[config.mk]
export PLATFORM = sky130hd
export DESIGN_NAME = serial_time_command_clock_core
export DESIGN_NICKNAME = d
export VERILOG_FILES = /design/src/hw/rtl/stcc_pkg.sv /design/src/hw/rtl/serial_time_command_clock_core.sv
export SDC_FILE = /design/constraint.sdc
export NUM_CORES = 1
export LEC_CHECK = 0
export ABC_AREA = 1
export BUFFER_PORTS_ARGS = -buffer_cell sky130_fd_sc_hd__buf_2
export CORE_ASPECT_RATIO = 2
export CORE_MARGIN = 5
export CORE_UTILIZATION = 35
export CTS_BUF_LIST = sky130_fd_sc_hd__clkbuf_8
export DETAILED_ROUTE_END_ITERATION = 7
export SLEW_MARGIN = 20
export SYNTH_ARGS = -nofsm -noshare
export SYNTH_HDL_FRONTEND = slang
export SYNTH_SLANG_ARGS = --single-unit
[constraint.sdc]
create_clock -name clk -period 5.2 [get_ports clk]
set_input_delay 0.26 -clock clk [delete_from_list [all_inputs] [get_ports clk]]
set_output_delay 0.26 -clock clk [all_outputs]
set_load 0.03 [all_outputs]
[src/hw/rtl/stcc_pkg.sv]
// ----------------------------------------------------------------------------
// stcc_pkg
// Types, character codes and helpers for the serial time command clock.
// ----------------------------------------------------------------------------
package stcc_pkg;

  localparam int LINE_CHARS_DEF = 15;
  localparam int TIME_W         = 7;
  localparam int RESET_LEN      = 12;
  localparam int TIME_LEN       = 8;

  localparam logic [7:0] CH_NEWLINE = 8'h0A;
  localparam logic [7:0] CH_COLON   = 8'h3A;
  localparam logic [7:0] CH_ZERO    = 8'h30;
  localparam logic [7:0] CH_NINE    = 8'h39;

  localparam logic [TIME_W-1:0] SEC_WRAP   = 7'd60;
  localparam logic [TIME_W-1:0] MIN_WRAP   = 7'd60;
  localparam logic [TIME_W-1:0] HOUR_WRAP  = 7'd24;
  localparam logic [TIME_W-1:0] FIELD_WRAP = 7'd100;

  typedef enum logic [1:0] {
    EV_NONE  = 2'd0,
    EV_RESET = 2'd1,
    EV_LOAD  = 2'd2,
    EV_TICK  = 2'd3
  } event_t;

  typedef struct packed {
    logic [TIME_W-1:0] hours;
    logic [TIME_W-1:0] minutes;
    logic [TIME_W-1:0] seconds;
    event_t            event_res;
  } result_t;

  // characters of the clear-time command line by position
  function automatic logic [7:0] reset_char(input logic [3:0] pos);
    logic [7:0] c;
    case (pos)
      4'd0:    c = 8'h52; // R
      4'd1:    c = 8'h45; // E
      4'd2:    c = 8'h53; // S
      4'd3:    c = 8'h45; // E
      4'd4:    c = 8'h54; // T
      4'd5:    c = 8'h5F; // _
      4'd6:    c = 8'h53; // S
      4'd7:    c = 8'h59; // Y
      4'd8:    c = 8'h53; // S
      4'd9:    c = 8'h54; // T
      4'd10:   c = 8'h45; // E
      4'd11:   c = 8'h4D; // M
      default: c = 8'h00;
    endcase
    return c;
  endfunction

  // tens*10 + ones, both decimal digits
  function automatic logic [TIME_W-1:0] two_digits(input logic [3:0] tens,
                                                   input logic [3:0] ones);
    logic [TIME_W-1:0] t;
    t = TIME_W'({tens, 3'b000}) + TIME_W'({tens, 1'b0});
    return t + TIME_W'(ones);
  endfunction

endpackage

[src/hw/rtl/serial_time_command_clock_core.sv]
// ----------------------------------------------------------------------------
// serial_time_command_clock_core
// Serial command line parser and seconds clock with HH:MM:SS load and reset.
// ----------------------------------------------------------------------------
// Each input transfer's result is registered in the output register, or in the
//   skid entry while the output is stalled. A two-entry output buffer keeps
//   in_stall registered. Throughput: one item per cycle while in_stall is low;
//   the line is checked as it arrives, so the newline is handled like any byte.
// Reset: synchronous, clears time, fresh mark, line length and the output buffer.
module serial_time_command_clock_core #(
  parameter int LINE_CHARS = stcc_pkg::LINE_CHARS_DEF
) (
  input  logic                        clk,
  input  logic                        rst_n,
  input  logic                        in_valid,
  output logic                        in_stall,
  input  logic                        in_action,
  input  logic [7:0]                  in_rx_byte,
  output logic                        out_valid,
  input  logic                        out_stall,
  output logic [stcc_pkg::TIME_W-1:0] out_hours,
  output logic [stcc_pkg::TIME_W-1:0] out_minutes,
  output logic [stcc_pkg::TIME_W-1:0] out_seconds,
  output logic [1:0]                  out_event_res
);

  localparam int LW = $clog2(LINE_CHARS + 1);
  localparam int TW = stcc_pkg::TIME_W;

  logic [LW-1:0]    line_len_r, line_len_nxt;
  logic             rst_ok_r, rst_ok_nxt;
  logic             time_ok_r, time_ok_nxt;
  logic [3:0]       dig_r [6];
  logic [3:0]       dig_nxt [6];
  logic [TW-1:0]    hour_r, hour_nxt;
  logic [TW-1:0]    min_r, min_nxt;
  logic [TW-1:0]    sec_r, sec_nxt;
  logic             fresh_r, fresh_nxt;

  stcc_pkg::result_t out_r, out_nxt;
  stcc_pkg::result_t skid_r, skid_nxt;
  stcc_pkg::result_t res;
  logic              out_valid_r, out_valid_nxt;
  logic              skid_valid_r, skid_valid_nxt;

  logic          accept;
  logic          out_free;
  logic          is_nl;
  logic          is_dig;
  logic          at_start;
  logic          room;
  logic          rst_char_ok;
  logic          colon_pos;
  logic          time_char_ok;
  logic [TW-1:0] s1, m1, h1;
  logic          carry_m, carry_h;
  logic [TW-1:0] s_adv, m_adv, h_adv;

  assign accept   = in_valid && !skid_valid_r;
  assign in_stall = skid_valid_r;
  assign out_free = !out_valid_r || !out_stall;

  assign is_nl    = in_rx_byte == stcc_pkg::CH_NEWLINE;
  assign is_dig   = in_rx_byte >= stcc_pkg::CH_ZERO && in_rx_byte <= stcc_pkg::CH_NINE;
  assign at_start = line_len_r == '0;
  assign room     = line_len_r < LW'(LINE_CHARS);

  assign rst_char_ok  = (line_len_r < LW'(stcc_pkg::RESET_LEN)) &&
                        (in_rx_byte == stcc_pkg::reset_char(line_len_r[3:0]));
  assign colon_pos    = line_len_r == LW'(2) || line_len_r == LW'(5);
  assign time_char_ok = colon_pos ? (in_rx_byte == stcc_pkg::CH_COLON) : is_dig;

  // clock advance
  assign s1      = sec_r + TW'(1);
  assign carry_m = s1 == stcc_pkg::SEC_WRAP;
  assign s_adv   = (carry_m || s1 >= stcc_pkg::FIELD_WRAP) ? '0 : s1;
  assign m1      = min_r + TW'(carry_m);
  assign carry_h = m1 == stcc_pkg::MIN_WRAP;
  assign m_adv   = (carry_h || m1 >= stcc_pkg::FIELD_WRAP) ? '0 : m1;
  assign h1      = hour_r + TW'(carry_h);
  assign h_adv   = (h1 == stcc_pkg::HOUR_WRAP || h1 >= stcc_pkg::FIELD_WRAP) ? '0 : h1;

  always_comb begin
    line_len_nxt  = line_len_r;
    rst_ok_nxt    = rst_ok_r;
    time_ok_nxt   = time_ok_r;
    dig_nxt       = dig_r;
    hour_nxt      = hour_r;
    min_nxt       = min_r;
    sec_nxt       = sec_r;
    fresh_nxt     = fresh_r;
    res.event_res = stcc_pkg::EV_NONE;
    res.hours     = hour_r;
    res.minutes   = min_r;
    res.seconds   = sec_r;

    if (accept) begin
      if (in_action) begin
        res.event_res = stcc_pkg::EV_TICK;
        if (fresh_r) begin
          fresh_nxt = 1'b0;
        end else begin
          hour_nxt = h_adv;
          min_nxt  = m_adv;
          sec_nxt  = s_adv;
        end
      end else if (is_nl) begin
        line_len_nxt = '0;
        if (line_len_r == LW'(stcc_pkg::RESET_LEN) && rst_ok_r) begin
          hour_nxt      = '0;
          min_nxt       = '0;
          sec_nxt       = '0;
          fresh_nxt     = 1'b0;
          res.event_res = stcc_pkg::EV_RESET;
        end else if (line_len_r == LW'(stcc_pkg::TIME_LEN) && time_ok_r) begin
          hour_nxt      = stcc_pkg::two_digits(dig_r[0], dig_r[1]);
          min_nxt       = stcc_pkg::two_digits(dig_r[2], dig_r[3]);
          sec_nxt       = stcc_pkg::two_digits(dig_r[4], dig_r[5]);
          fresh_nxt     = 1'b1;
          res.event_res = stcc_pkg::EV_LOAD;
        end
        res.hours   = hour_nxt;
        res.minutes = min_nxt;
        res.seconds = sec_nxt;
      end else if (room) begin
        line_len_nxt = line_len_r + LW'(1);
        rst_ok_nxt   = (at_start || rst_ok_r) && rst_char_ok;
        time_ok_nxt  = (at_start || time_ok_r) && time_char_ok;
        if (line_len_r < LW'(stcc_pkg::TIME_LEN)) begin
          case (line_len_r[2:0])
            3'd0:    dig_nxt[0] = in_rx_byte[3:0];
            3'd1:    dig_nxt[1] = in_rx_byte[3:0];
            3'd3:    dig_nxt[2] = in_rx_byte[3:0];
            3'd4:    dig_nxt[3] = in_rx_byte[3:0];
            3'd6:    dig_nxt[4] = in_rx_byte[3:0];
            3'd7:    dig_nxt[5] = in_rx_byte[3:0];
            default: ;
          endcase
        end
      end
    end
  end

  // output register with one skid entry
  always_comb begin
    out_nxt        = out_r;
    skid_nxt       = skid_r;
    out_valid_nxt  = out_valid_r;
    skid_valid_nxt = skid_valid_r;
    if (skid_valid_r) begin
      if (out_free) begin
        out_nxt        = skid_r;
        out_valid_nxt  = 1'b1;
        skid_valid_nxt = 1'b0;
      end
    end else if (accept) begin
      if (out_free) begin
        out_nxt       = res;
        out_valid_nxt = 1'b1;
      end else begin
        skid_nxt       = res;
        skid_valid_nxt = 1'b1;
      end
    end else if (out_free) begin
      out_valid_nxt = 1'b0;
    end
  end

  always_ff @(posedge clk) begin
    if (!rst_n) begin
      line_len_r   <= '0;
      rst_ok_r     <= 1'b0;
      time_ok_r    <= 1'b0;
      hour_r       <= '0;
      min_r        <= '0;
      sec_r        <= '0;
      fresh_r      <= 1'b0;
      out_valid_r  <= 1'b0;
      skid_valid_r <= 1'b0;
    end else begin
      line_len_r   <= line_len_nxt;
      rst_ok_r     <= rst_ok_nxt;
      time_ok_r    <= time_ok_nxt;
      hour_r       <= hour_nxt;
      min_r        <= min_nxt;
      sec_r        <= sec_nxt;
      fresh_r      <= fresh_nxt;
      out_valid_r  <= out_valid_nxt;
      skid_valid_r <= skid_valid_nxt;
    end
  end

  always_ff @(posedge clk) begin
    dig_r  <= dig_nxt;
    out_r  <= out_nxt;
    skid_r <= skid_nxt;
  end

  assign out_valid     = out_valid_r;
  assign out_hours     = out_r.hours;
  assign out_minutes   = out_r.minutes;
  assign out_seconds   = out_r.seconds;
  assign out_event_res = out_r.event_res;

endmodule

==> flow_metrics.tcl, run 1 <==
set metrics [dict create \
    r2r-start "sec_r[0]$_SDFFE_PN0P_" \
    diodes 0 \
    tritoncts "done" \
    ff2ff_path_depth 28 \
    post_cts_buffers 0 \
    gp_congestion 0.883 \
    hpwl_um 10900 \
    power_density_nw_per_um2 255 \
    p_sw_frac 0.268 \
    pwr-share-seq 0.551 \
    yosysTopAreaCell "edfxtp_1" \
    relSlewSlack 0.495 \
    crit_path_max_fanout 8 \
    cts_resized 0 \
    grt_pass1_wl_um 23900 \
    rrSetupSlack_ns 0.80 \
    mostFrequentLayoutCell "nand2_1" \
    ys_seq_area_frac 0.446 \
    fin_nets 850 \
    postLayoutSetupSlackWorst_ns 0.800 \
    p_leak_uw 0.00304 \
    crit_family "simple AND/OR/NAND/NOR gates" \
    hold_class "in2reg" \
    clkLatencyLatePin_ns 0.38 \
    status "finished, final reports clean" \
    antenna_found_initial 0 \
    cts-buffers-inserted 9 \
    syn_nets 826 \
    ir_worst_vdd_mv 0.154 \
    multi_input_area_um2 2990 \
    synth_area_um2 6320 \
    num_rows 69 \
    track_usage 0.140 \
    synth_area_leaders "edfxtp_1 33%, dfxtp_1 11%, nand2_1 11%" \
    hold_viol 0 \
    wl_um 14200 \
    min_to "dig_r[20]$_DFFE_PP_" \
    rsz0062_at_grt "no" \
    postRouteAntennaNets 0 \
    cts_root_buf "clkbuf_8" \
    wl_per_cell_um 14.0 \
    cp_num_buf_inv 4 \
    final_core_util 0.385 \
    fin_crit_ns 4.40 \
    vias 5013 \
    fmax_ghz 0.227 \
    cts_sinks 106 \
    start_kind "register" \
    via_per_inst 4.94 \
    placeableCoreArea_um2 17800 \
    dr.pass1.iters 6 \
    cpMaxStageDelayCell "dfxtp_1" \
    post-place-ws_ns 0.813 \
    grt_max_degree 37 \
    critPathArrivalTime_ns 4.68 \
    synth_top_family_by_area "simple AND/OR/NAND/NOR gates" \
    synth.area.mux_share 0 \
    end_kind "register" \
    h-tree-depth 3 \
    die_w_um 105 \
    synthAdderAreaFrac 0.0882 \
    die_area_um2 21000 \
    worstMarginPinSlew_ns 0.752 \
    ys_warn_count 0 \
    syn_inst 772 \
    start_util 0.356 \
    cpMostUsedCell "nand2_1" \
    final-seq-area_um2 2820 \
    syn_avg_cell_area_um2 8.19 \
    power_frac_comb 0.137 \
    overflow 0 \
    synth-compound-area-share 0.101 \
    synth_top_area_share 0.332 \
    drt_iter0_drc 190 \
    synth_xor_area_frac 0.0138 \
    p_int_uw 1280 \
    ctsHoldBuffers 0 \
    clockBufferDepth 2 \
    min_from "in_rx_byte[0]" \
    r2r_end "hour_r[1]$_SDFFE_PN0P_" \
    p_sw_uw 469 \
    finalSetupTns_ns 0 \
    slowest_delay_ns 0.45 \
    pwr-share-clk 0.312 \
    whs_path_depth 1 \
    fin_area_um2 6850 \
    whs_ns 0.158 \
    synthSimpleGateAreaFrac 0.269 \
    nFillCells 1822 \
    portBuffers 37 \
    die_h_um 200 \
    final.period_utilization 0.846 \
    grt_pass1_vias 5061 \
    area_growth_pct 8.37 \
    io_pins 38 \
    drive_above_1_share 0.119 \
    synth-seq-cells 106 \
    drv_cap 0 \
    clk_pin_slew_ns 0.10 \
    setup_viol 0 \
    critPathRequiredTime_ns 5.48 \
    drcViolationCount 0 \
    most-common-layout-cells "191 x nand2_1, 88 x inv_1, 72 x nand3_1" \
    skew_ns 0.0141 \
    placed_area_um2 6650 \
    report.final.slew_viol_count 0 \
    ys_types 37 \
    criticalPathCategory "reg2reg" \
]
==> worst max path at each step <==
stage                             end             startpoint  slack, ns  depth (start not counted)
4_1_cts        hour_r[1]$_SDFFE_PN0P_  sec_r[0]$_SDFFE_PN0P_       0.81                         28
5_1_grt        hour_r[1]$_SDFFE_PN0P_  sec_r[0]$_SDFFE_PN0P_       0.11                         28
3_5_place_dp   hour_r[1]$_SDFFE_PN0P_  sec_r[0]$_SDFFE_PN0P_       0.81                         28
2_1_floorplan  hour_r[0]$_SDFFE_PN0P_  sec_r[0]$_SDFFE_PN0P_       1.59                         25
3_3_place_gp   hour_r[4]$_SDFFE_PN0P_  sec_r[0]$_SDFFE_PN0P_       1.01                         25
6_report       hour_r[1]$_SDFFE_PN0P_  sec_r[0]$_SDFFE_PN0P_       0.80                         28
==> kinds of logic after synthesis <==
group	count (synthesis)
compound gates	120
simple gates	374
buf+inv	121
flops	106
xor+xnor	10
fa+ha+maj	41
==> area by class of cell <==
class,instances,area share
clock buffers,9,0.0181
repair buffers,40,0.0303
inverters,94,0.0520
clock inverters,7,0.0120
multi-input cells,545,0.437
well taps,213,0.0389
flip-flops and latches,106,0.412
==> state kept, by name (all words and copies together), names as in the netlist, 2 cells and up, named ones only <==
signal,flops
dig_r,24
hour_r,7
line_len_r,4
min_r,7
out_event_res,2
out_hours,7
out_minutes,7
out_seconds,7
sec_r,7
skid_r,23
==> per-layer routing <==
layer,global-route usage,share of wire,routed length [µm],vias to the layer above
met5,0,0,0,-
met4,0.0919,0.050,714,0
met3,0.0245,0.034,483,39
met2,0.256,0.54,7700,105
met1,0.141,0.37,5260,2269
li1,-,-,-,2600
==> power groups by stage <==
stage | clock [µW] | sequential (µW) | combinational, µW
6_report | 545 | 964 | 240
5_1_grt | 592 | 970 | 272
4_1_cts | 566 | 964 | 244
3_5_place_dp | 0 | 983 | 243
3_3_place_gp | 0 | 983 | 241
2_1_floorplan | 0 | 1010 | 152
==> synthesized netlist by cell type (all sizes together) <==
library cell and count:
inv 92, fa 6, a21oi 50, xnor2 5
nand3 74, or2 5, nand2 199, clkbuf 10
ha 35, dfxtp 36, o21bai 1, o22ai 1
xor2 5, o21ai 68, nor2 66, nor3 6
nand4 17, clkinv 2, edfxtp 70, buf 17
nand3b 7
==> metrics by stage <==
stage,std cells,total power [µW]
floorplan,772,1160
global placement,998,1220
detailed placement,998,1230
CTS,1014,1770
global route,1014,1830
finish,1014,1750
Note: power is estimated with default switching activity, not from simulation.
==> run 2: changes to the inputs <==
Clock period 5.2 ns to 4.2 ns, I/O delays scaled along.
==> flow_metrics.tcl, run 2 (synthesis gave the netlist of run 1 again) <==
set metrics [dict create \
    fin_area_um2 6920 \
    skew_ns 0.0114 \
    fmax_ghz 0.264 \
    tritoncts "done" \
    dr.pass1.iters 5 \
    post-place-ws_ns 0.140 \
    drive_above_1_share 0.139 \
    io_pins 38 \
    fin_crit_ns 3.79 \
    cpMaxStageDelayCell "dfxtp_2" \
    worstMarginPinSlew_ns 0.790 \
    relSlewSlack 0.469 \
    postLayoutSetupSlackWorst_ns 0.412 \
    crit_path_max_fanout 6 \
    diodes 0 \
    power_density_nw_per_um2 312 \
    r2r_end "hour_r[4]$_SDFFE_PN0P_" \
    nFillCells 1832 \
    drcViolationCount 0 \
    setup_viol 0 \
    hold_viol 0 \
    critPathRequiredTime_ns 4.48 \
    grt_pass1_wl_um 24300 \
    status "finished, final reports clean" \
    largest_reg_flops 24 \
    clk_pin_slew_ns 0.10 \
    min_from "in_rx_byte[0]" \
    ir_worst_vdd_mv 0.192 \
    end_kind "register" \
    wl_per_cell_um 14.2 \
    drv_cap 0 \
    report.final.slew_viol_count 0 \
    die_h_um 200 \
    clockBufferDepth 2 \
    h-tree-depth 3 \
    placed_area_um2 6670 \
    cpMostUsedCell "nand2_1" \
    die_area_um2 21000 \
    area_growth_pct 9.38 \
    hpwl_um 10900 \
    clkLatencyLatePin_ns 0.38 \
    ff2ff_path_depth 26 \
    critPathArrivalTime_ns 4.07 \
    crit_family "simple AND/OR/NAND/NOR gates" \
    cts_sinks 106 \
    cts_root_buf "clkbuf_8" \
    final.period_utilization 0.902 \
    final_cells 1018 \
    p_leak_uw 0.00305 \
    postRouteAntennaNets 0 \
    whs_path_depth 1 \
    criticalPathCategory "reg2reg" \
    rsz0062_at_grt "no" \
    r2r-start "sec_r[1]$_SDFFE_PN0P_" \
    fin_nets 854 \
    min_to "dig_r[20]$_DFFE_PP_" \
    placeableCoreArea_um2 17800 \
    cp_num_buf_inv 3 \
    hold_class "in2reg" \
    reg_top3 "dig_r: 24 flops, skid_r: 23 flops" \
    antenna_found_initial 0 \
    whs_ns 0.119 \
    gp_congestion 0.880 \
    grt_max_degree 37 \
    die_w_um 105 \
    track_usage 0.142 \
    overflow 0 \
    regMostFlops "dig_r" \
    mostFrequentLayoutCell "nand2_1" \
    rrSetupSlack_ns 0.41 \
    slowest_delay_ns 0.38 \
    ctsHoldBuffers 0 \
    num_rows 69 \
    start_kind "register" \
    drt_iter0_drc 245 \
    grt_pass1_vias 5003 \
    start_util 0.356 \
    finalSetupTns_ns 0 \
    dp_cells 1001 \
    most-common-layout-cells "191 x nand2_1, 85 x inv_1, 71 x nand3_1" \
    portBuffers 37 \
    vias 5060 \
    wl_um 14400 \
    cts-buffers-inserted 9 \
    via_per_inst 4.97 \
]
run 2: cell types whose count changed in the layout (fill, tap and decap cells not counted), moves of 2 or more:
cell      previous run  this run
buf_4                3         7
clkbuf_8             9        11
inv_1               88        85
ha_2                 0         4
nor2_1              58        56
ha_1                35        31
dfxtp_1             36        34
run 2: per-layer routing:
metal  GRT usage  up-vias  share of wire
met5           0        -              0
met4      0.0869        0          0.047
met3      0.0213       36          0.040
met2       0.264      116           0.55
met1       0.146     2286           0.36
li1            -     2622              -
run 2: report_power, final:
group / switching, µW / internal [µW]
combinational: 205 / 95.6
sequential: 31.3 / 1160
clock: 355 / 308
total: 591 / 1570
run 2: area by class of cell:
type	instances	area, µm²	area share
timing repair buffer	44	238	0.0344
tap	213	267	0.0385
inverter	94	357	0.0515
sequential	106	2830	0.409
clock inverter	5	55.1	0.00796
multi-input combinational	545	3020	0.437
clock buffer	11	151	0.0219
run 2: through the flow:
stage / total power, µW / utilization
5_1_grt: 2260 / 0.389
4_1_cts: 2180 / 0.387
6_report: 2160 / 0.389
3_5_place_dp: 1520 / 0.375
2_1_floorplan: 1440 / -
3_3_place_gp: 1520 / 0.375
run 2: how the worst max path moves through the flow:
stage / start / to / depth (start not counted)
after detailed placement: sec_r[0]$_SDFFE_PN0P_ / hour_r[0]$_SDFFE_PN0P_ / 28
after global routing: sec_r[1]$_SDFFE_PN0P_ / hour_r[4]$_SDFFE_PN0P_ / 26
final: sec_r[1]$_SDFFE_PN0P_ / hour_r[4]$_SDFFE_PN0P_ / 26
after global placement: sec_r[0]$_SDFFE_PN0P_ / hour_r[4]$_SDFFE_PN0P_ / 28
after floorplan: sec_r[0]$_SDFFE_PN0P_ / hour_r[0]$_SDFFE_PN0P_ / 25
after CTS: sec_r[0]$_SDFFE_PN0P_ / hour_r[4]$_SDFFE_PN0P_ / 28
run 2: what timing repair did:
action                                  4_1_cts  5_1_grt
resized for setup                             0       14
endpoints found under the setup margin        0        7
buffers inserted                              0        1
run 2: worst reg2reg max path, stage by stage, from the launching register on:
cell,delay (ns)
dfxtp_2,0.38
ha_2,0.20
nand2_1,0.08
inv_1,0.08
nand2_1,0.08
o21ai_2,0.13
nand3b_1,0.17
inv_2,0.12
ha_1,0.18
ha_2,0.21
nand3_1,0.12
nor2_2,0.13
nand2_1,0.06
nand2_1,0.08
nand2_1,0.07
nor2_1,0.08
nand2_1,0.08
inv_1,0.06
ha_2,0.20
ha_2,0.28
or2_2,0.27
nor2_1,0.11
nand2_1,0.06
nor2_1,0.09
nand3b_1,0.20
nand3_1,0.15
a21oi_1,0.06
